$ cat src/sv/dcc_pkg.sv
`timescale 1ns / 1ps

package dcc_pkg;

  typedef struct packed {
    logic [7:0] red;
    logic [7:0] green;
    logic [7:0] blue;
    logic [7:0] alpha;
  } in_t;

  typedef struct packed {
    logic [6:0]  entry_index;
    logic [15:0] entry_count;
    logic        was_new;
    logic        dropped_full;
    logic [7:0]  distinct_total;
  } out_t;

  typedef struct packed {
    logic valid;
    logic resolved;
    logic is_new;
  } tok_ctl_t;

endpackage

$ cat src/sv/dcc_cell.sv
`timescale 1ns / 1ps

module dcc_cell
  import dcc_pkg::*;
#(
  parameter int TABLE_DEPTH = 128,
  parameter int COUNT_BITS  = 16,
  parameter int CELL_INDEX  = 0
) (
  input  logic                           clk,
  input  logic                           rst_n,
  input  tok_ctl_t                       ctl_i,
  input  in_t                            key_i,
  input  logic [$clog2(TABLE_DEPTH+1)-1:0] rem_i,
  input  logic [$clog2(TABLE_DEPTH)-1:0] idx_i,
  input  logic [COUNT_BITS-1:0]          cnt_i,
  output tok_ctl_t                       ctl_o,
  output in_t                            key_o,
  output logic [$clog2(TABLE_DEPTH+1)-1:0] rem_o,
  output logic [$clog2(TABLE_DEPTH)-1:0] idx_o,
  output logic [COUNT_BITS-1:0]          cnt_o
);

  localparam int RW = $clog2(TABLE_DEPTH + 1);
  localparam int IW = $clog2(TABLE_DEPTH);

  in_t                   color_r, color_nxt;
  logic [COUNT_BITS-1:0] count_r, count_nxt;
  tok_ctl_t              ctl_r, ctl_nxt;
  in_t                   key_r;
  logic [RW-1:0]         rem_r, rem_nxt;
  logic [IW-1:0]         idx_r, idx_nxt;
  logic [COUNT_BITS-1:0] cnt_r, cnt_nxt;

  always_comb begin
    color_nxt = color_r;
    count_nxt = count_r;
    ctl_nxt   = ctl_i;
    rem_nxt   = rem_i;
    idx_nxt   = idx_i;
    cnt_nxt   = cnt_i;
    if (ctl_i.valid && !ctl_i.resolved) begin
      if (rem_i == '0) begin
        // claim free slot
        color_nxt        = key_i;
        count_nxt        = COUNT_BITS'(1);
        ctl_nxt.resolved = 1'b1;
        ctl_nxt.is_new   = 1'b1;
        idx_nxt          = IW'(CELL_INDEX);
        cnt_nxt          = COUNT_BITS'(1);
      end else if (color_r == key_i) begin
        // hold at maximum, else advance
        count_nxt        = (&count_r) ? count_r : count_r + 1'b1;
        ctl_nxt.resolved = 1'b1;
        idx_nxt          = IW'(CELL_INDEX);
        cnt_nxt          = (&count_r) ? count_r : count_r + 1'b1;
      end else begin
        rem_nxt = rem_i - 1'b1;
      end
    end
  end

  always_ff @(posedge clk) begin
    if (!rst_n) begin
      ctl_r <= '0;
    end else begin
      ctl_r <= ctl_nxt;
    end
  end

  always_ff @(posedge clk) begin
    color_r <= color_nxt;
    count_r <= count_nxt;
    key_r   <= key_i;
    rem_r   <= rem_nxt;
    idx_r   <= idx_nxt;
    cnt_r   <= cnt_nxt;
  end

  assign ctl_o = ctl_r;
  assign key_o = key_r;
  assign rem_o = rem_r;
  assign idx_o = idx_r;
  assign cnt_o = cnt_r;

endmodule
$ cat config.mk
export PLATFORM = sky130hd
export DESIGN_NAME = dcc_cell
export DESIGN_NICKNAME = d
export VERILOG_FILES = /design/src/sv/dcc_pkg.sv /design/src/sv/dcc_cell.sv
export SDC_FILE = /design/constraint.sdc
export NUM_CORES = 1
export LEC_CHECK = 0
export ABC_AREA = 1
export BUFFER_PORTS_ARGS = -buffer_cell sky130_fd_sc_hd__buf_2
export CAP_MARGIN = 20
export CORE_ASPECT_RATIO = 0.5
export CORE_MARGIN = 2
export CORE_UTILIZATION = 40
export CTS_CLUSTER_DIAMETER = 200
export DETAILED_ROUTE_END_ITERATION = 16
export HOLD_SLACK_MARGIN = 0.03
export MAX_ROUTING_LAYER = met4
export PLACE_DENSITY_LB_ADDON = 0.25
export REMOVE_ABC_BUFFERS = 1
export SYNTH_ARGS = -nofsm -noshare
export SYNTH_HDL_FRONTEND = slang
export SYNTH_SLANG_ARGS = --single-unit
$ cat constraint.sdc
create_clock -name clk -period 3.15 [get_ports clk]
set_input_delay 0.63 -clock clk [delete_from_list [all_inputs] [get_ports clk]]
set_output_delay 0.63 -clock clk [all_outputs]
set_load 0.005 [all_outputs]
==> flow_summary.yaml <==
setup_path:
  critPathKind: "reg2reg"
  crit_family: "simple AND/OR/NAND/NOR gates"
  cp.required_ns: 3.31
  worstPathArrival_ns: 2.35
  cp_slowest_stage_delay_ns: 0.39
  worstPathCellList: "ha_1 > nand2_1 > nor2_1 > inv_1 > nor2_1 > nand3_2 > inv_1 > nor2_1 > xor2_1 > nand2_1 > inv_1"
  critical-path-slowest-cell: "edfxtp_1"
  critPathMaxFanout: 10
  endpoint_kind: "flop"
  crit_buf_inv: 3
  start_kind: "flop"
grt:
  grt_usage: 0.168
  grt_pass1_vias: 3250
  grt_pass1_wl_mm: 15.4
  grt_max_degree: 35
  antenna_found_initial: 0
  gr-total-overflow: 0
finish:
  antenna_cells: 0
  area_growth_pct: 32.0
  layout.nets: 716
  fillCellCount: 1035
  stdcell_count: 804
  design_area_um2: 6090
  drive_above_1_share: 0.285
timing:
  period_needed_ns: 2.18
  rsz0062_at_grt: "no"
  report.final.slew_viol_count: 0
  max_freq_ghz: 0.458
  finalCritPeriodShare: 0.694
  worst_pin_slew_ns: 0.465
  setup-tns-final_ns: 0
  maxSlewHeadroom: 0.690
  hold_viol: 0
  timing.final.ws_setup_ns: 0.965
  finalSetupViolations: 0
  skew_ns: 0.0128
cts:
  cts_root_buf: "clkbuf_16"
  clkTransAtPathRegs_ns: 0.06
  htreeDepth: 4
  insertion_delay_ns: 0.41
  cts_resized: 0
  numCtsBuffers: 17
  cts_tree: "done"
  postCtsSetupRepairBufs: 0
  ctsHoldBuffers: 0
  clockBufferDepth: 2
  cts.sinks: 114
placement:
  place.detailed.hpwl_mm: 6.94
  place_area_um2: 5470
  pre_cts_ws_ns: 0.607
  dp.cells: 772
  gp_congestion: 0.870
  port-buffer-count: 133
synth:
  ys_ff_latch: 114
  async_reset_ff_frac: 0
  yosysMostFrequentCell: "nand2_1"
  syn_area_um2: 4610
  synth_largest_area_cell: "edfxtp_1"
  synth_edf_count: 48
  synthCells: 493
  synth.distinct_cells: 30
  synth_area_per_cell_um2: 9.36
  synth_top_flop_cell: "dfxtp_1"
  ys_seq_area_frac: 0.599
  netlist.area_leader.share: 0.312
  yosysWarningCount: 0
  ys_top_cells_by_count: "nand2_1 (156), dfxtp_1 (66), inv_1 (61), edfxtp_1 (48), nor2_1 (46)"
  synth.area.top_cells: "edfxtp_1 (31%), dfxtp_1 (29%), nand2_1 (13%)"
floorplan:
  initial_core_util: 0.415
  die_y_um: 80.0
  die_area_um2: 12500
  core_area_um2: 11100
  die_width_um: 156
  io_pins: 134
  placementRows: 27
power_and_ir_drop:
  power_leakage_uw: 0.00294
  powerDensity_nw_per_um2: 631
  vdd_drop_max_mv: 0.404
  p_total_uw: 3850
worst_hold_path:
  hp-class: "in2reg"
drt:
  wl_met3_um: 402
  first_pass_iters: 4
  final_antenna_net_count: 0
  vias: 3561
  route.detailed.drc: 0
  vias_per_cell: 4.43
  dr_wl_met2_mm: 4.67
  wire_per_inst_um: 12.1
  wirelength_mm: 9.77
  wl_met1_mm: 4.59
  drt_iter0_drc: 185
  top_layer: "met4"
flow_run:
  max-cap-violations: 0
status:
  status: "finished clean"
-- layout by cell type (no fill, tap or decap), drive strengths merged --
cell type | synthesis | final
xor2 | 6 | 6
a21o | 2 | 2
nor3 | 7 | 7
nand3b | 1 | 1
clkinvlp | 0 | 2
nand4 | 3 | 3
clkbuf | 1 | 20
o21a | 1 | 1
o21ai | 7 | 7
nor2 | 52 | 52
clkinv | 0 | 5
a31oi | 1 | 1
edfxtp | 48 | 48
ha | 2 | 2
nand2 | 157 | 157
a21oi | 6 | 6
inv | 63 | 63
xnor2 | 26 | 26
and2 | 3 | 3
bufinv | 0 | 5
buf | 3 | 138
nand3 | 36 | 36
a211oi | 2 | 2
dfxtp | 66 | 66
-- sequential cells by signal (all words and copies together), names as in the netlist --
signal   count
cnt_o       16
color_r     32
rem_o        8
count_r     16
idx_o        7
ctl_o        3
key_o       32
-- cell families (layout without fill, tap and decap cells) --
family,count (synthesis),count (layout),synth area share
and+or+nand+nor,259,259,0.252
DFF,114,114,0.599
buffers and inverters,67,233,0.0591
xor gates and xnor gates,32,32,0.0607
AOI/OAI and AO/OA,19,19,0.0236
adders and majority gates,2,2,0.00542
-- metal layers --
layer / vias to the layer above / track usage
li1: 1871 / -
met1: 1612 / 0.204
met2: 69 / 0.267
met3: 9 / 0.0461
met4: 0 / 0.0743
met5: - / -
-- report_power, final --
| group | internal, µW | leakage (µW) | switching, µW |
|---|---|---|---|
| combinational | 98.0 | 0.00165 | 102 |
| sequential | 1580 | 0.000988 | 9.64 |
| clock | 1390 | 0.000301 | 658 |
-- through the flow --
step / utilization / hold WS (ns)
finish: 0.548 / 0.359
global route: 0.548 / 0.345
CTS: 0.548 / 0.343
detailed placement: 0.492 / 0.610
global placement: 0.492 / 0.606
floorplan: - / 0.566
-- final timing paths --
check | from | slack, ns | cells past startpoint | endpoint
min | key_i[17] | 0.36 | 1 | key_o[17]
min reg2reg | count_r[15] | 0.62 | 3 | cnt_o[15]
max reg2reg | count_r[0] | 0.97 | 11 | count_r[10]
max | count_r[0] | 0.97 | 11 | count_r[10]
-- final cells by class --
cell class                 instances  area, µm²  area share
sequential                       114       2760       0.453
multi-input combinational        312       1580       0.259
timing repair buffer             138        703       0.115
inverter                          63        241      0.0396
clock buffer                      20        437      0.0717
clock inverter                    12        189      0.0310
tap                              145        181      0.0298
-- worst register-to-register path, stage by stage, from the launching register on --
cell and delay, ns:
edfxtp_1 0.39, ha_1 0.18, nand2_1 0.08, nor2_1 0.18, inv_1 0.11, nor2_1 0.22, nand3_2 0.25, inv_1 0.20
nor2_1 0.07, xor2_1 0.16, nand2_1 0.07, inv_1 0.04
No activity file was read; power rests on OpenSTA's default activity.
